File: src/rtl/core/oepo_pkg.sv
// Shared constants, types and state codes for the octant extreme point outline block.
`timescale 1ns / 1ps

package oepo_pkg;

    localparam int MAX_POINTS = 1024;
    localparam int SECTORS    = 8;
    localparam int SEC_W      = 3;
    localparam int COORD_W    = 16;
    localparam int PT_W       = 2 * COORD_W;
    localparam int CNT_W      = $clog2(MAX_POINTS + 1);
    localparam int ADDR_W     = $clog2(MAX_POINTS);
    localparam int SUM_W      = COORD_W + CNT_W;
    localparam int D_W        = SUM_W + 1;
    localparam int MUL_W      = D_W + 1;
    localparam int PROD_W     = 2 * MUL_W;
    localparam int DIST_W     = 2 * D_W + 1;

    localparam logic [SEC_W-1:0] OCT_ENE = 3'd0;
    localparam logic [SEC_W-1:0] OCT_NNE = 3'd1;
    localparam logic [SEC_W-1:0] OCT_NNW = 3'd2;
    localparam logic [SEC_W-1:0] OCT_WNW = 3'd3;
    localparam logic [SEC_W-1:0] OCT_WSW = 3'd4;
    localparam logic [SEC_W-1:0] OCT_SSW = 3'd5;
    localparam logic [SEC_W-1:0] OCT_SSE = 3'd6;
    localparam logic [SEC_W-1:0] OCT_ESE = 3'd7;

    typedef enum logic [7:0] {
        ST_LOAD = 8'b0000_0001,
        ST_READ = 8'b0000_0010,
        ST_MX   = 8'b0000_0100,
        ST_MY   = 8'b0000_1000,
        ST_SQX  = 8'b0001_0000,
        ST_SQY  = 8'b0010_0000,
        ST_CMP  = 8'b0100_0000,
        ST_EMIT = 8'b1000_0000
    } state_t;

    typedef struct packed {
        logic update;
        logic clear;
    } sec_ctrl_t;

endpackage

File: src/rtl/core/oepo_mul.sv
// Shared signed multiplier with registered product.
`timescale 1ns / 1ps

module oepo_mul
(
    input  logic                               clk,
    input  logic signed [oepo_pkg::MUL_W-1:0]  a,
    input  logic signed [oepo_pkg::MUL_W-1:0]  b,
    output logic signed [oepo_pkg::PROD_W-1:0] prod
);
    import oepo_pkg::*;

    logic signed [PROD_W-1:0] prod_reg;

    always_ff @(posedge clk)
    begin
        prod_reg <= a * b;
    end

    assign prod = prod_reg;

endmodule

File: config.mk
export PLATFORM = sky130hd
export DESIGN_NAME = oepo_mul
export DESIGN_NICKNAME = d
export VERILOG_FILES = /design/src/rtl/core/oepo_pkg.sv /design/src/rtl/core/oepo_mul.sv
export SDC_FILE = /design/constraint.sdc
export NUM_CORES = 2
export LEC_CHECK = 0
export BUFFER_PORTS_ARGS = -buffer_cell sky130_fd_sc_hd__buf_2
export CAP_MARGIN = 20
export CORE_ASPECT_RATIO = 1.75
export CORE_MARGIN = 1.5
export CORE_UTILIZATION = 55
export CTS_CLUSTER_SIZE = 30
export DETAILED_ROUTE_END_ITERATION = 10
export PLACE_DENSITY = 0.73
export SKIP_CTS_REPAIR_TIMING = 1
export SYNTH_ARGS = -nofsm -noshare
export SYNTH_HDL_FRONTEND = slang
export SYNTH_SLANG_ARGS = --single-unit
export TNS_END_PERCENT = 30
File: constraint.sdc
create_clock -name clk -period 11.4 [get_ports clk]
set_input_delay 2.28 -clock clk [delete_from_list [all_inputs] [get_ports clk]]
set_output_delay 2.28 -clock clk [all_outputs]
set_load 0.05 [all_outputs]
======== After elaboration in Yosys (flattened, before gate mapping) ========
Index checks and enable logic that the tools add are counted.
storage, ports and cells
  memories kept ........................... 0
  output and inout bits ................... 58
  flip-flop bits (word level) ............. 58
  logic and storage cells ................. 2
  bits in read-only memories .............. 0
  latch bits .............................. 0
  input port bits ......................... 59
  memory bits (writable) .................. 0
cells by class
  divide/modulo/power cells ............... 0
  equal/unequal tests ..................... 0
  mux-type cells .......................... 0
  shifts and indexed selects .............. 0
  magnitude comparators ................... 0
  multipliers ............................. 1
  reductions and logical operators ........ 0
  $add $sub $neg .......................... 0
  bitwise operators ....................... 0
operators by type and width
  kind                          count
  multiplier 29 x 29 -> 58 bit  1

======== Depth between registers and ports, before layout ========
  depth after elaboration ................. 1
  mapped depth ............................ 29
  mapped depth without buffers ............ 26

======== Worst setup path after synthesis ========
No wires, ideal clock.
  path kind ............................... input -> register
  start point ............................. in a[28] (netlist name)
  end point ............................... reg prod_reg[57], in the netlist prod[57]
  data required time ...................... 11280 ps
  library setup time ...................... 120 ps
  setup slack ............................. 1620 ps
  path buffers ............................ 3
  arrival time ............................ 9660 ps
  cell stages on the path ................. 28
  cell sequence ........................... clkbuf_1 -> clkbuf_1 -> nand2_1 -> inv_1 -> fa_1 -> inv_1 -> fa_1 -> inv_1 -> fa_1 -> fa_1 -> inv_1 -> fa_1 -> inv_1 -> fa_1 -> inv_1 -> fa_1 -> fa_1 -> inv_1 -> ha_1 -> clkbuf_1 -> nand2_1 -> nor3_1 -> and2_1 -> a221oi_1 -> o21a_1 -> a211oi_2 -> nor2_1 -> a211o_1
between the ends
  cells in the longest elaborated chain, start to end .. 1
RTL lines
  item                          line            RTL
  from (decl)                   oepo_mul.sv:7   input logic signed [oepo_pkg::MUL_W-1:0] a,
  multiplier 29 x 29 -> 58 bit  oepo_mul.sv:17  prod_reg <= a * b;
  to (signal assigned)          oepo_mul.sv:17
  to (decl)                     oepo_mul.sv:13  logic signed [PROD_W-1:0] prod_reg;
No other way between the ends.

======== Worst setup path after layout ========
  start point ............................. in b[5] (netlist name)
  end point ............................... reg prod_reg[54], in the netlist prod[54]
between the ends
  cells in the longest elaborated chain, start to end .. 1
RTL lines
  item                          line            RTL
  from (decl)                   oepo_mul.sv:8   input logic signed [oepo_pkg::MUL_W-1:0] b,
  multiplier 29 x 29 -> 58 bit  oepo_mul.sv:17
No other way between the ends.

==> insert_results.sql <==
INSERT INTO impl_metrics (metric_group, metric, value, unit) VALUES
('layout', 'commonest_non_fill_non_tap_cell_in_the_layout', 'sky130_fd_sc_hd__inv_1', ''),
('sta', 'finalCritPeriodShare', '89.4', '%'),
('layout', 'seqCellArea', '1160', 'µm²'),
('route', 'drtAntennaViolNets', '0', ''),
('floorplan', 'io-pin-count', '117', ''),
('global_route', 'track_usage', '33.9', '%'),
('sta', 'worstMarginPinSlew', '0.831', 'ns'),
('sta', 'rsz0062_at_grt', 'no', ''),
('global_route', 'grt_remaining_overflow', '0', ''),
('run', 'timing.max_cap.violations', '0', ''),
('floorplan', 'core-area', '58100', 'µm²'),
('worst_setup_path', 'cell_class_contributing_the_biggest_share_of_worst_path_delay', 'adder cells', ''),
('layout', 'drive_gt1_share', '4.27', '%'),
('layout', 'final_area', '33400', 'µm²'),
('yosys', 'synth_ff_type', 'sky130_fd_sc_hd__dfxtp_1', ''),
('clocking', 'root_buffer_cell', 'sky130_fd_sc_hd__clkbuf_16', ''),
('worst_setup_path', 'critical_path_depth', '23', ''),
('route', 'vias_per_cell', '5.59', ''),
('sta', 'timing.final.crit_period', '10.19', 'ns'),
('yosys', 'yosys_warnings', '0', ''),
('yosys', 'synthesis.instances', '3452', ''),
('floorplan', 'die_area', '60200', 'µm²'),
('global_route', 'grt_max_degree', '30', ''),
('floorplan', 'die_y', '323', 'µm'),
('route', 'route.final.wire_length', '93.4', 'mm'),
('yosys', 'mappedNetlistArea', '32200', 'µm²'),
('layout', 'largest_register_ffs', '58', ''),
('clocking', 'cts_tree', 'yes', ''),
('sta', 'max_freq', '0.0981', 'GHz'),
('worst_setup_path', 'path_class', 'in -> reg', ''),
('route', 'remaining_drc_errors', '0', ''),
('route', 'avgRoutedWirePerCell', '22.4', 'µm'),
('yosys', 'synth-edff-count', '0', ''),
('sta', 'postLayoutSetupSlackWorst', '1.21', 'ns'),
('yosys', 'syn_avg_cell_area', '9.34', 'µm²'),
('global_route', 'antenna_found_initial', '5', ''),
('worst_setup_path', 'critical_path.cell_chain', 'buf_2 -> nand2_1 -> fa_1 -> fa_1 -> fa_1 -> fa_1 -> inv_1 -> fa_1 -> fa_1 -> fa_1 -> inv_1 -> fa_1 -> inv_1 -> ha_1 -> nand2_1 -> nor4_1 -> nand4_1 -> nor2_1 -> nor2_1 -> o2111ai_2 -> nand3_1 -> o31ai_1 -> xor2_1', ''),
('worst_setup_path', 'arrival', '10.44', 'ns'),
('outcome', 'outcome', 'completed', ''),
('placed_design', 'place_hpwl', '74.6', 'mm'),
('floorplan', 'placement_rows', '117', ''),
('layout', 'fin_util', '57.5', '%'),
('clocking', 'cts.sinks', '58', ''),
('sta', 'max_slew_margin', '44.6', '%'),
('global_route', 'vias_in_the_first_global_route', '27140', ''),
('worst_hold_path', 'min-delay-start', 'b[0]', ''),
('layout', 'final.fill_count', '5187', ''),
('placed_design', 'detailed_place.area', '33100', 'µm²'),
('sta', 'finalMaxSlewViolations', '0', ''),
('worst_setup_path', 'critical_path_buf_inv_count', '4', ''),
('sta', 'timing_hold_violations_final', '0', ''),
('global_route', 'grt_first_pass_wirelength', '147', 'mm'),
('route', 'dr_total_vias', '23310', ''),
('sta', 'tns', '0', 'ns'),
('worst_setup_path', 'critical_path_peak_fanout', '29', ''),
('sta', 'timing.final.setup_violations', '0', ''),
('worst_hold_path', 'worst_hold_path_type', 'in -> reg', ''),
('floorplan', 'die_width', '186', 'µm'),
('worst_setup_path', 'cpMostUsedCell', 'sky130_fd_sc_hd__fa_1', ''),
('worst_hold_path', 'worstHoldPathCells', '2', ''),
('clocking', 'cts.clk_slew.worst_paths', '0.05', 'ns'),
('worst_setup_path', 'critical_path.slowest_cell', 'sky130_fd_sc_hd__fa_1', ''),
('layout', 'final_cell_mix', '904 x sky130_fd_sc_hd__inv_1, 901 x sky130_fd_sc_hd__fa_1, 462 x sky130_fd_sc_hd__and2_1, 390 x sky130_fd_sc_hd__nand2_1, 170 x sky130_fd_sc_hd__ha_1', ''),
('layout', 'layout.nets', '4521', ''),
('clocking', 'cts_made_buffers', '9', ''),
('placed_design', 'port_buffers', '116', ''),
('yosys', 'nets_in_the_synthesized_netlist', '4582', ''),
('worst_setup_path', 'crit_path_max_incr_delay', '0.89', 'ns'),
('placed_design', 'post-place-ws', '0.916', 'ns'),
('worst_setup_path', 'worst_setup_path_end_kind', 'register', ''),
('yosys', 'synth_cell_type_count', '55', '');
==> Yosys cell counts (5+ instances only) <==
library cell | n | area share [%]
sky130_fd_sc_hd__xnor2_1 | 39 | 1.1
sky130_fd_sc_hd__nor2_1 | 53 | 0.62
sky130_fd_sc_hd__fa_1 | 901 | 56
sky130_fd_sc_hd__xor2_1 | 21 | 0.57
sky130_fd_sc_hd__o21a_1 | 6 | 0.14
sky130_fd_sc_hd__a221oi_1 | 5 | 0.14
sky130_fd_sc_hd__nand3_1 | 21 | 0.33
sky130_fd_sc_hd__a21o_1 | 29 | 0.68
sky130_fd_sc_hd__dfxtp_1 | 58 | 3.6
sky130_fd_sc_hd__o21bai_1 | 11 | 0.26
sky130_fd_sc_hd__and2_1 | 462 | 9.0
sky130_fd_sc_hd__o21ai_0 | 26 | 0.40
sky130_fd_sc_hd__inv_1 | 904 | 11
sky130_fd_sc_hd__a211o_1 | 6 | 0.16
sky130_fd_sc_hd__clkbuf_1 | 189 | 2.2
sky130_fd_sc_hd__and3_1 | 5 | 0.097
sky130_fd_sc_hd__nor2b_1 | 5 | 0.097
sky130_fd_sc_hd__nand2_1 | 390 | 4.5
sky130_fd_sc_hd__nand2b_1 | 17 | 0.33
sky130_fd_sc_hd__ha_1 | 170 | 6.6
sky130_fd_sc_hd__nor3_1 | 13 | 0.20
sky130_fd_sc_hd__a21oi_1 | 45 | 0.70
sky130_fd_sc_hd__nand4_1 | 14 | 0.27
==> through the flow <==
step	std cells	hold slack, ns
2_1_floorplan	3452	2.62
3_3_place_gp	4153	2.75
3_5_place_dp	4153	2.75
4_1_cts	4167	2.57
5_1_grt	4169	2.62
6_report	4170	2.61
==> final cells by class <==
cell class | instances | share of cell area, %
Clock inverter | 2 | 0.0375
Antenna cell | 3 | 0.0225
Clock buffer | 12 | 0.798
Sequential cell | 58 | 3.48
Timing Repair Buffer | 121 | 1.85
Tap cell | 773 | 2.90
Multi-Input combinational cell | 2297 | 80.8
Inverter | 904 | 10.2
==> layer usage <==
| metal | wire length (µm) | GRT usage (%) | share of wire, % | vias up |
|---|---|---|---|---|
| li1 | - | - | - | 9661 |
| met1 | 26100 | 30.6 | 28 | 12052 |
| met2 | 48100 | 59.4 | 51 | 1032 |
| met3 | 5490 | 6.32 | 5.9 | 563 |
| met4 | 13700 | 38.1 | 15 | 2 |
| met5 | 13 | 0 | 0.014 | - |
==> worst max path at each step <==
stage / end / startpoint / slack, ns
after detailed placement: prod[54] / b[5] / 0.92
after floorplan: prod[57] / a[28] / 1.62
after global placement: prod[54] / b[5] / 0.84
after global routing: prod[51] / a[28] / 0.70
final: prod[54] / b[5] / 1.21
after CTS: prod[54] / b[5] / 1.24
==> cells by family after synthesis <==
group	synth area share, %
flops	3.60
simple gates	15.7
xor+xnor	1.63
mux	0.0621
buf+inv	12.8
compound gates	3.66
fa+ha+maj	62.5
Power is not shown: default switching activity piles up to over one toggle a cycle in this logic, so the estimate is an artifact.
