## config.mk

```make
export PLATFORM = sky130hd
export DESIGN_NAME = oepo_sector
export DESIGN_NICKNAME = d
export VERILOG_FILES = /design/src/rtl/core/oepo_pkg.sv /design/src/rtl/core/oepo_sector.sv
export SDC_FILE = /design/constraint.sdc
export NUM_CORES = 1
export LEC_CHECK = 0
export BUFFER_PORTS_ARGS = -buffer_cell sky130_fd_sc_hd__buf_4
export CAP_MARGIN = 20
export CORE_MARGIN = 2
export CORE_UTILIZATION = 60
export CTS_CLUSTER_SIZE = 40
export DETAILED_ROUTE_END_ITERATION = 7
export PLACE_DENSITY = 0.79
export SYNTH_ARGS = -nofsm -noshare
export SYNTH_HDL_FRONTEND = slang
export SYNTH_SLANG_ARGS = --single-unit
```

## constraint.sdc

```tcl
create_clock -name clk -period 29.9 [get_ports clk]
set_clock_uncertainty 0.05 [all_clocks]
set_input_delay 1.495 -clock clk [delete_from_list [all_inputs] [get_ports clk]]
set_output_delay 1.495 -clock clk [all_outputs]
set_load 0.005 [all_outputs]
```

## src/rtl/core/oepo_pkg.sv

```systemverilog
// Shared constants, types and state codes for the octant extreme point outline block.
`timescale 1ns / 1ps

package oepo_pkg;

    localparam int MAX_POINTS = 1024;
    localparam int SECTORS    = 8;
    localparam int SEC_W      = 3;
    localparam int COORD_W    = 16;
    localparam int PT_W       = 2 * COORD_W;
    localparam int CNT_W      = $clog2(MAX_POINTS + 1);
    localparam int ADDR_W     = $clog2(MAX_POINTS);
    localparam int SUM_W      = COORD_W + CNT_W;
    localparam int D_W        = SUM_W + 1;
    localparam int MUL_W      = D_W + 1;
    localparam int PROD_W     = 2 * MUL_W;
    localparam int DIST_W     = 2 * D_W + 1;

    localparam logic [SEC_W-1:0] OCT_ENE = 3'd0;
    localparam logic [SEC_W-1:0] OCT_NNE = 3'd1;
    localparam logic [SEC_W-1:0] OCT_NNW = 3'd2;
    localparam logic [SEC_W-1:0] OCT_WNW = 3'd3;
    localparam logic [SEC_W-1:0] OCT_WSW = 3'd4;
    localparam logic [SEC_W-1:0] OCT_SSW = 3'd5;
    localparam logic [SEC_W-1:0] OCT_SSE = 3'd6;
    localparam logic [SEC_W-1:0] OCT_ESE = 3'd7;

    typedef enum logic [7:0] {
        ST_LOAD = 8'b0000_0001,
        ST_READ = 8'b0000_0010,
        ST_MX   = 8'b0000_0100,
        ST_MY   = 8'b0000_1000,
        ST_SQX  = 8'b0001_0000,
        ST_SQY  = 8'b0010_0000,
        ST_CMP  = 8'b0100_0000,
        ST_EMIT = 8'b1000_0000
    } state_t;

    typedef struct packed {
        logic update;
        logic clear;
    } sec_ctrl_t;

endpackage

```

## src/rtl/core/oepo_sector.sv

```systemverilog
// Octant classification and per-octant farthest point table.
`timescale 1ns / 1ps

module oepo_sector
(
    input  logic                               clk,
    input  logic                               rst_n,
    input  oepo_pkg::sec_ctrl_t                ctrl,
    input  logic signed [oepo_pkg::D_W-1:0]    dx,
    input  logic signed [oepo_pkg::D_W-1:0]    dy,
    input  logic        [oepo_pkg::DIST_W-1:0] sq_dist,
    input  logic        [oepo_pkg::PT_W-1:0]   point,
    input  logic        [oepo_pkg::SEC_W-1:0]  rd_sector,
    output logic        [oepo_pkg::SECTORS-1:0] found,
    output logic        [oepo_pkg::PT_W-1:0]   rd_point
);
    import oepo_pkg::*;

    logic [SECTORS-1:0] found_reg;
    logic [SECTORS-1:0] found_next;
    logic [DIST_W-1:0]  best_dist_reg [SECTORS];
    logic [PT_W-1:0]    best_point_reg [SECTORS];

    logic signed [D_W:0] dxe;
    logic signed [D_W:0] dye;
    logic signed [D_W:0] ndx;
    logic                in_sector;
    logic [SEC_W-1:0]    sec;
    logic                take;

    always_comb
    begin
        dxe       = {dx[D_W-1], dx};
        dye       = {dy[D_W-1], dy};
        ndx       = -dxe;
        in_sector = 1'b1;
        sec       = OCT_ENE;
        if (dye >= 0 && dxe > 0)
        begin
            sec = (dye < dxe) ? OCT_ENE : OCT_NNE;
        end
        else if (dye > 0 && dxe <= 0)
        begin
            sec = (dye > ndx) ? OCT_NNW : OCT_WNW;
        end
        else if (dye <= 0 && dxe < 0)
        begin
            sec = (dye > dxe) ? OCT_WSW : OCT_SSW;
        end
        else if (dye < 0 && dxe >= 0)
        begin
            sec = (dye < ndx) ? OCT_SSE : OCT_ESE;
        end
        else
        begin
            in_sector = 1'b0;
        end
    end

    // strict compare: earlier point keeps a tie
    assign take = ctrl.update && in_sector &&
                  (!found_reg[sec] || (sq_dist > best_dist_reg[sec]));

    always_comb
    begin
        found_next = found_reg;
        if (ctrl.clear)
        begin
            found_next = '0;
        end
        else if (take)
        begin
            found_next[sec] = 1'b1;
        end
    end

    always_ff @(posedge clk or negedge rst_n)
    begin
        if (!rst_n)
        begin
            found_reg <= '0;
        end
        else
        begin
            found_reg <= found_next;
        end
    end

    always_ff @(posedge clk)
    begin
        if (take)
        begin
            best_dist_reg[sec]  <= sq_dist;
            best_point_reg[sec] <= point;
        end
    end

    assign found    = found_reg;
    assign rd_point = best_point_reg[rd_sector];

endmodule

```

=== Word-level counts from Yosys, hierarchy flattened ===
Memory sizes are Yosys's and may differ from the RTL's.
Index checks and enable logic that the tools add are counted.

* Output and inout bits: 40
* Bits of input ports: 152
* Memories kept: 2
* Bits in writable memories: 712
* Bits in registers: 8

{| class="wikitable"
|+ Memories
! memory !! words !! width !! read ports !! clocked after Yosys merged registers in !! write ports !! RTL line !! RTL
|-
| best_dist_reg || 8 || 57 || 1 || 0 || 1 || oepo_sector.sv:21 || <nowiki>logic [DIST_W-1:0] best_dist_reg [SECTORS];</nowiki>
|-
| best_point_reg || 8 || 32 || 1 || 0 || 1 || oepo_sector.sv:22 || <nowiki>logic [PT_W-1:0] best_point_reg [SECTORS];</nowiki>
|}

* Reductions and logical operators: 10
* $lt $le $gt $ge: 15
* Mux-type cells: 20
* Bitwise operators: 1
* $add $sub $neg: 1

{| class="wikitable"
|+ Operators with widths
! cell !! number
|-
| greater-than comparator 57 bit || 1
|-
| greater-or-equal comparator 28 x 1 -> 1 bit (second input constant) || 2
|-
| greater-than comparator 28 x 1 -> 1 bit (second input constant) || 2
|-
| less-or-equal comparator 28 x 1 -> 1 bit (second input constant) || 2
|-
| < comparator 28 x 1 -> 1 bit (second input constant) || 2
|-
| greater-than comparator 28 x 29 -> 1 bit || 1
|-
| < comparator 28 x 29 -> 1 bit || 1
|-
| negator 28 -> 29 bit || 1
|-
| greater-than comparator 28 bit || 1
|-
| < comparator 28 bit || 1
|-
| two-way mux 8 bit || 2
|-
| two-way mux 1 bit || 12
|-
| two-way mux 3 bit || 4
|-
| bitwise OR 8 bit || 1
|-
| logical AND 1 bit || 7
|-
| < comparator 3 x 4 -> 1 bit (second input constant) || 1
|-
| binary-select mux 1 bit (select 3 bit) || 1
|-
| demux 1 bit (select 3 bit) || 1
|-
| greater-or-equal comparator 3 x 1 -> 1 bit (second input constant) || 1
|-
| nonzero test 2 bit || 1
|-
| zero test 1 bit || 1
|-
| logical OR 1 bit || 1
|}

=== Depth between registers and ports, before layout ===
Gate-level depths: netlist (run 1).

* Depth after elaboration: 14
* Gate-level depth with buffers: 34
* Gate-level depth less buffers: 29

=== Worst setup path after synthesis (run 1) ===
Ideal clock, no wire load.

* Path kind: input to register
* Start: input port dx[1] (netlist name)
* End: memory best_dist_reg[4][0] (netlist name), enable pin
* Arrival: 13.471 ns
* Setup slack: 15.733 ns
* Stages on the path: 29
* Cell sequence: inv_1 -> ha_1 -> or3b_1 -> or2_2 -> or4_1 -> xnor2_1 -> ha_1 -> a21oi_1 -> o21ai_0 -> o311a_1 -> or3_1 -> a31oi_1 -> a21bo_2 -> buf_6 -> mux2_2 -> o22ai_1 -> or4_1 -> ha_1 -> a21oi_1 -> o21ai_0 -> nor4b_1 -> a211oi_1 -> o21ai_0 -> a21o_1 -> o211a_1 -> a221oi_2 -> buf_4 -> o31ai_1 -> nor3_1

* Cells in the longest elaborated chain, start to end: 14
* Elaborated cells on any way between the ends: 35
* Those cells by class: add/sub (1); order compare (9); mux (16); reduce/logical (8); memory (1)

{| class="wikitable"
|+ Ends and longest elaborated chain
! item !! RTL line !! RTL
|-
| start, declared || oepo_sector.sv:9 || <nowiki>input logic signed [oepo_pkg::D_W-1:0] dx,</nowiki>
|-
| branches (longest 14 deep; another with memory (8 x 57 bit)) || n/a ||
|-
| end, declared || oepo_sector.sv:21 ||
|}

Parallel ways; which one is timed is not known. The select of a mux whose other input is x is not followed.

=== Final worst setup path (run 1) ===
* Start: input port dx[4] (netlist name)
* End: memory best_point_reg[5][22] (netlist name), enable pin

* Cells in the longest elaborated chain, start to end: 14
* Elaborated cells on any way between the ends: 35
* Those cells by class: add/sub (1); order compare (9); mux (16); reduce/logical (8); memory (1)

{| class="wikitable"
|+ Ends and longest elaborated chain
! item !! RTL line
|-
| branches (longest 14 deep; another with memory (8 x 57 bit)) || n/a
|-
| end, declared || oepo_sector.sv:22
|}

Parallel ways; which one is timed is not known. The select of a mux whose other input is x is not followed.

==> metrics.md, run 1 <==
| Metric | Value |
|---|---|
| Outcome | finished clean |
| Crit-path max FO | 52 |
| Syn_area_per_cell | 16.7 µm² |
| Fin. Hold Viols | 0 |
| Pre-antenna DRT Iters | 8 |
| H-tree depth | 3 |
| Crit end category | register |
| Num rows | 82 |
| Crit path max-delay family | compound AO/OA/AOI/OAI gates |
| Final WL | 69,600 µm |
| I/O pins | 192 |
| P_leak | 0.0121 µW |
| Postcts setup bufs | 0 |
| Largest net degree at the start of global routing | 120 |
| Critical path type | in2reg |
| Flop pwr share | 52.1% |
| Synthesized instance count | 1,801 |
| Root buf cell | clkbuf_16 |
| Endpoints failing setup | 0 |
| EDFF count, synth | 712 |
| Top post-synthesis cells by area | edfxtp_1, mux4_2, ha_1, mux2i_1, nand2_1 |
| Synth Flop Type | edfxtp_1 |
| Die area | 52,000 µm² |
| Share of the synthesized area in the top cell type | 70.9% |
| Synth warn | 0 |
| GPL Wtd Cong | 0.908 |
| CP max-delay cell | buf_4 |
| GRT Total Usage | 26.9% |
| Remaining global-route overflow | 0 |
| Unrepaired setup endpoints after global routing | no |
| CP max stage delay | 0.74 ns |
| Die extent in y | 228 µm |
| Post-synthesis cell area | 30,100 µm² |
| P_sw | 501 µW |
| P_int | 1700 µW |
| DR WL/cell | 25.4 µm |
| Share of cells above drive strength 1 | 21.0% |
| Final ANT Viol Nets | 0 |
| Layout Nets | 2,286 |
| Slew margin rel. | 27.4% |
| Critical Path RT | 30.05 ns |
| Vias in the first global route | 17.8k |
| CTS tree | yes |
| Skew-Pair Late Insertion Delay | 0.60 ns |
| Switching share of power | 22.8% |
| Port-buffer cells | 191 |
| Startpoint Class | input pin |
| Setup TNS | 0 ns |
| Comb pwr share | 11.1% |
| Post-CTS resize count | 0 |
| Max VDD drop | 46.6 µV |
| First-pass GRT wire length | 106,000 µm |
| Largest register FFs | 456 |
| Dominant cell type by area after synthesis | edfxtp_1 |
| Post-synthesis cell type count | 71 |
| Flop and latch count out of synthesis | 720 |
| Synthesized net count | 2,068 |
| Total power draw | 2200 µW |
| Area Overhead vs Synth | 14.4% |
| Cell Pwr Density | 63.9 nW/µm² |
| Max_cap viols | 0 |
| Initial antenna violation count | 7 |
| Die X | 228 µm |
| Clock tree sinks | 720 |
| Clk buf depth | 3 |
| Hold_buf cts | 0 |
| CORE AREA | 49,900 µm² |
| Slew Limit Fails | 0 |
| Most common cell in the netlist | edfxtp_1 |
| Inst Count DP | 2,619 |
| Clock slew at reported path FFs | 0.06 ns |
| Num CTS Buffers | 70 |
| Worst Path Arrival | 11.98 ns |
| Tmin final | 11.82 ns |
| Worst slew pin tran | 1.08 ns |
| Initial drt markers | 1,831 |
| Initial Util | 60.5% |
| DRC errors left | 0 |
| Vias per inst | 6.35 |
| Non-filler instance count after layout | 2,741 |
| DR vias | 17.4k |
| Commonest cells post-synth | edfxtp_1, nand2_1, ha_1 |
| Ys async rst share | 1.11% |
| Seq/Total Area, Yosys | 71.6% |
| CP Buf/Inv Count | 5 |
| DP HPWL | 40,800 µm |
| Clock power frac | 36.7% |
| Final period utilization | 39.5% |
| HP Class | reg2reg |
| Fmax | 84.6 MHz |
==> kinds of logic (layout without fill, tap and decap cells) <==
group / Yosys count / in the layout / share of synthesized area [%]
compound gates: 286 / 286 / 6.76
fa+ha+maj: 115 / 115 / 4.77
simple gates: 378 / 378 / 6.11
buf+inv: 106 / 370 / 1.51
xor+xnor: 23 / 23 / 0.668
mux: 173 / 173 / 8.58
other cells: 0 / 4 / 0
flops: 720 / 720 / 71.6
==> final timing paths <==
check	depth (start not counted)	from	slack (ns)	end
setup / recovery	32	dx[4]	18.08	best_point_reg[5][22]
hold / removal	2	found[0]	0.49	found[0]
setup reg to reg	16	best_dist_reg[2][10]	23.56	best_point_reg[5][22]
hold reg to reg	2	found[0]	0.49	found[0]
max in group asynchronous	1	rst_n	29.00	found[3]
min in group asynchronous	1	rst_n	0.66	found[2]
==> power groups by stage <==
stage | sequential, µW | combinational (µW) | clock (µW)
floorplan | 1170 | 143 | 0
global placement | 1170 | 234 | 0
detailed placement | 1170 | 240 | 0
CTS | 1150 | 244 | 820
global route | 1150 | 266 | 858
finish | 1150 | 245 | 809
==> cell usage in the layout (no fill, tap or decap), types with 5 or more instances in the layout <==
cell,count
inv_1,32
clkinv_1,13
nor3_1,50
a22o_1,62
nor2_4,7
o31ai_1,5
nand2b_1,7
mux4_2,64
clkbuf_16,73
xnor2_1,22
a221o_1,10
a21o_1,11
a31oi_1,6
nor4_1,14
clkbuf_1,17
nand4_1,23
and3_1,25
edfxtp_1,712
mux2i_1,66
nor2_1,34
nand3_1,29
o22ai_1,35
or3_1,6
a222oi_1,6
a211oi_1,12
clkinv_2,12
mux2_1,9
nand2_1,146
buf_4,219
dfrtp_1,8
mux2_2,34
o21ai_0,21
a22oi_1,9
a21oi_1,76
nor2b_1,5
ha_1,115
or4_1,7
==> per-stage QoR <==
step	hold WS [ns]	util (%)	area (µm²)	worst slack, ns
finish	0.486	69.1	34500	18.08
global route	0.532	69.1	34500	17.42
detailed placement	0.472	65.0	32400	17.71
floorplan	0.457	-	30100	15.73
global placement	0.466	65.0	32400	18.14
CTS	0.487	69.1	34500	18.26
==> worst reg2reg max path, cell delays in order, from the launching register on <==
cell      delay (ns)
edfxtp_1        0.32
mux2_2          0.14
o22ai_1         0.07
or4_1           0.57
ha_1            0.34
a21oi_1         0.08
o21ai_0         0.35
nor4b_1         0.11
a211oi_1        0.33
o21ai_0         0.18
a21o_1          0.28
o211a_1         0.18
a221oi_2        0.70
o31ai_2         0.40
nor2_4          0.56
buf_4           0.53
buf_4           0.75
==> per-layer routing <==
layer,GRT usage (%),wire [µm]
met5,0,44
met4,9.58,1690
met3,4.80,5870
met2,44.4,34800
met1,36.3,27200
==> final cells by class <==
class | instances | area (µm²)
diodes | 4 | 10.0
clock buffers | 91 | 1900
clock inverters | 27 | 169
fillers | 3202 | 15400
inverters | 32 | 120
multi-input cells | 975 | 8180
flip-flops and latches | 720 | 21600
well taps | 672 | 841
repair buffers | 220 | 1660
Note: power is estimated with default switching activity, not from simulation.
==> run 2, diff against run 1 <==
--- a/config.mk
+++ b/config.mk
@@ -5,6 +5,7 @@
 export SDC_FILE = /design/constraint.sdc
 export NUM_CORES = 1
 export LEC_CHECK = 0
+export ABC_AREA = 1
 export BUFFER_PORTS_ARGS = -buffer_cell sky130_fd_sc_hd__buf_4
 export CAP_MARGIN = 20
 export CORE_MARGIN = 2
==> constraint.sdc (replaced) <==
create_clock -name clk -period 12.3 [get_ports clk]
set_clock_uncertainty 0.05 [all_clocks]
set_input_delay 0.615 -clock clk [delete_from_list [all_inputs] [get_ports clk]]
set_output_delay 0.615 -clock clk [all_outputs]
set_load 0.005 [all_outputs]
==> run 2 against run 1 <==
Synthesized cell count up 35%. Non-clock buffer count is 6 lower. Flip-flop and latch count did not move. Total power grew to 2.5 times the previous value. Sequential power up 140%. Synthesized area grew 2.0%. Combinational power increased to 2.6 times the previous value. Clock-buffer cell count is 1 lower.
==> metrics.md, run 2 <==
| Metric | Value |
|---|---|
| Outcome | finished clean |
| Ys async rst share | 1.11% |
| EDFF count, synth | 712 |
| HP Class | in2reg |
| Flop and latch count out of synthesis | 720 |
| Commonest non-fill, non-tap cells in the layout | edfxtp_1, nor2_1, nand2_1 |
| Initial antenna violation count | 1 |
| Worst slew pin tran | 1.08 ns |
| Slew margin rel. | 28.2% |
| DR WL/cell | 22.2 µm |
| Total power draw | 5510 µW |
| Final WL | 74,200 µm |
| Vias per inst | 6.07 |
| Num CTS Buffers | 71 |
| Hold path depth | 1 |
| Pre-antenna DRT Iters | 7 |
| Commonest cells post-synth | edfxtp_1, nor2_1, nand2_1 |
| Remaining global-route overflow | 0 |
| Die area | 53,100 µm² |
| Largest register FFs | 456 |
| CP max-delay cell | nor2_4 |
| Unrepaired setup endpoints after global routing | no |
| CP max stage delay | 0.87 ns |
| Seq/Total Area, Yosys | 70.2% |
| Clock tree sinks | 720 |
| P_leak | 0.0127 µW |
| Port-buffer cells | 191 |
| M1 WL | 29,000 µm |
| I/O pins | 192 |
| Crit end category | register |
| Endpoints failing setup | 0 |
| Most common cell after layout, fill and taps aside | edfxtp_1 |
| First-pass GRT wire length | 114,000 µm |
| Largest net degree at the start of global routing | 116 |
| Worst Reg-to-Reg Cells | 18 |
| Setup TNS | 0 ns |
| Die extent in y | 230 µm |
| Max Used Layer | met4 |
| Clock slew at reported path FFs | 0.06 ns |
| Layout Nets | 2,879 |
| DP HPWL | 44,300 µm |
| Clk buf depth | 3 |
| Final period utilization | 84.6% |
| Met2 WL | 37,800 µm |
| Skew-Pair Late Insertion Delay | 0.61 ns |
| GRT Total Usage | 28.1% |
| Crit-path max FO | 66 |
| Syn_area_per_cell | 12.7 µm² |
| Hold Slack | 0.195 ns |
| CTS tree | yes |
| Post-synthesis cell area | 30,700 µm² |
| Root buf cell | clkbuf_16 |
| DRC errors left | 0 |
| Synth Flop Type | edfxtp_1 |
| Startpoint Class | input pin |
| Post-synthesis cell type count | 49 |
| Initial Util | 61.0% |
| Post-route setup slack | 1.89 ns |
| Top post-synthesis cells by area | edfxtp_1, nor2_1, ha_1, nand2_1, o21ai_0 |
| Fmax | 96.1 MHz |
| CP dominant cell by count | nand2_1 |
| Synthesized instance count | 2,429 |
| Post-CTS resize count | 0 |
| Synthesized net count | 2,696 |
| Met3 WL | 5620 µm |
| Max_cap viols | 0 |
| Die X | 230 µm |
| DR vias | 20.3k |
| Fin. Hold Viols | 0 |
| Slew Limit Fails | 0 |
| Max VDD drop | 131 µV |
| Synth warn | 0 |
| Vias in the first global route | 20.3k |
| Most common cell in the netlist | edfxtp_1 |
| Worst Path Arrival | 10.60 ns |
| Share of cells above drive strength 1 | 13.5% |
| Dominant cell type by area after synthesis | edfxtp_1 |
| H-tree depth | 3 |
| Critical path type | in2reg |
| Fillers | 3,380 |
| Area Overhead vs Synth | 14.1% |
| Tmin final | 10.41 ns |
| Worst reg-to-reg setup slack | 7.57 ns |
| Dpl ws | 1.32 ns |
| Cell Pwr Density | 157 nW/µm² |
| Initial drt markers | 2,016 |
| Share of the synthesized area in the top cell type | 69.5% |
| Critical Path RT | 12.49 ns |
| CORE AREA | 50,400 µm² |
| Final ANT Viol Nets | 0 |
| GPL Wtd Cong | 0.908 |
| Num rows | 82 |
-- run 2: cell count changes after synthesis, sizes merged, moves of 32 or more --
| cell | previous run | this run |
|---|---|---|
| mux2 | 43 | 0 |
| mux2i | 66 | 8 |
| inv | 32 | 101 |
| o22ai | 35 | 67 |
| nor2 | 41 | 391 |
| nand2 | 148 | 306 |
| mux4 | 64 | 0 |
| nand3 | 29 | 104 |
| o21ai | 22 | 195 |
-- run 2: metrics by stage --
step                utilization [%]  cell area [µm²]  instances
floorplan                         -            30700       2429
global placement               65.2            32800       3209
detailed placement             65.2            32800       3209
CTS                            69.6            35100       3337
global route                   69.6            35100       3338
finish                         69.6            35100       3340
-- run 2: per-layer routing --
layer  up-vias  global-route usage (%)
met3       139                    4.13
li1       9272                       -
met2       940                    48.6
met1      9928                    37.2
met5         -                       0
met4         0                    8.55
-- run 2: logic make-up after synthesis --
group	Yosys count	synth area share, %
AND/OR/NAND/NOR	911	12.7
flip-flops	720	70.2
AO/OA/AOI/OAI	442	8.59
buffers and inverters	207	2.83
adder cells (fa/ha/maj)	115	4.68
XOR/XNOR	26	0.741
multiplexers	8	0.260
-- run 2: power breakdown --
part | leakage (µW) | internal (µW) | switching (µW) | total (µW)
Clock | 0.00107 | 1190 | 891 | 2080
Combinational | 0.00507 | 210 | 431 | 641
Sequential | 0.00655 | 2770 | 15.5 | 2790
-- run 2: path summary, 6_finish.rpt --
| path | startpoint | end |
|---|---|---|
| max | dx[1] | best_dist_reg[3][39] |
| min | point[16] | best_point_reg[1][16] |
| max reg2reg | best_dist_reg[2][55] | best_dist_reg[3][39] |
| min reg2reg | found[3] | found[3] |
| max in group asynchronous | rst_n | found[0] |
| min in group asynchronous | rst_n | found[1] |
-- run 2: final cells by class --
cell class	instances	area (µm²)	area share, %
Clock buffer	90	1850	5.27
Inverter	103	389	1.11
Timing Repair Buffer	214	1700	4.84
Tap cell	672	841	2.40
Multi-Input combinational cell	1502	8370	23.9
Antenna cell	2	5.00	0.0143
Clock inverter	37	347	0.988
Sequential cell	720	21600	61.5
-- run 2: repair_timing --
| item | CTS | global route |
|---|---|---|
| hold buffers | 1 | 0 |
| endpoints found under the hold margin | 8 | 0 |
| buffers inserted | 0 | 0 |
| setup endpoints to repair | 0 | 0 |
-- run 2: critical path: cells and delay by family --
kind | cells | cell delay [ns]
AND/OR/NAND/NOR | 31 | 6.90
buffers and inverters | 7 | 1.80
adder cells (fa/ha/maj) | 2 | 0.57
AO/OA/AOI/OAI | 3 | 0.48
XOR/XNOR | 1 | 0.15
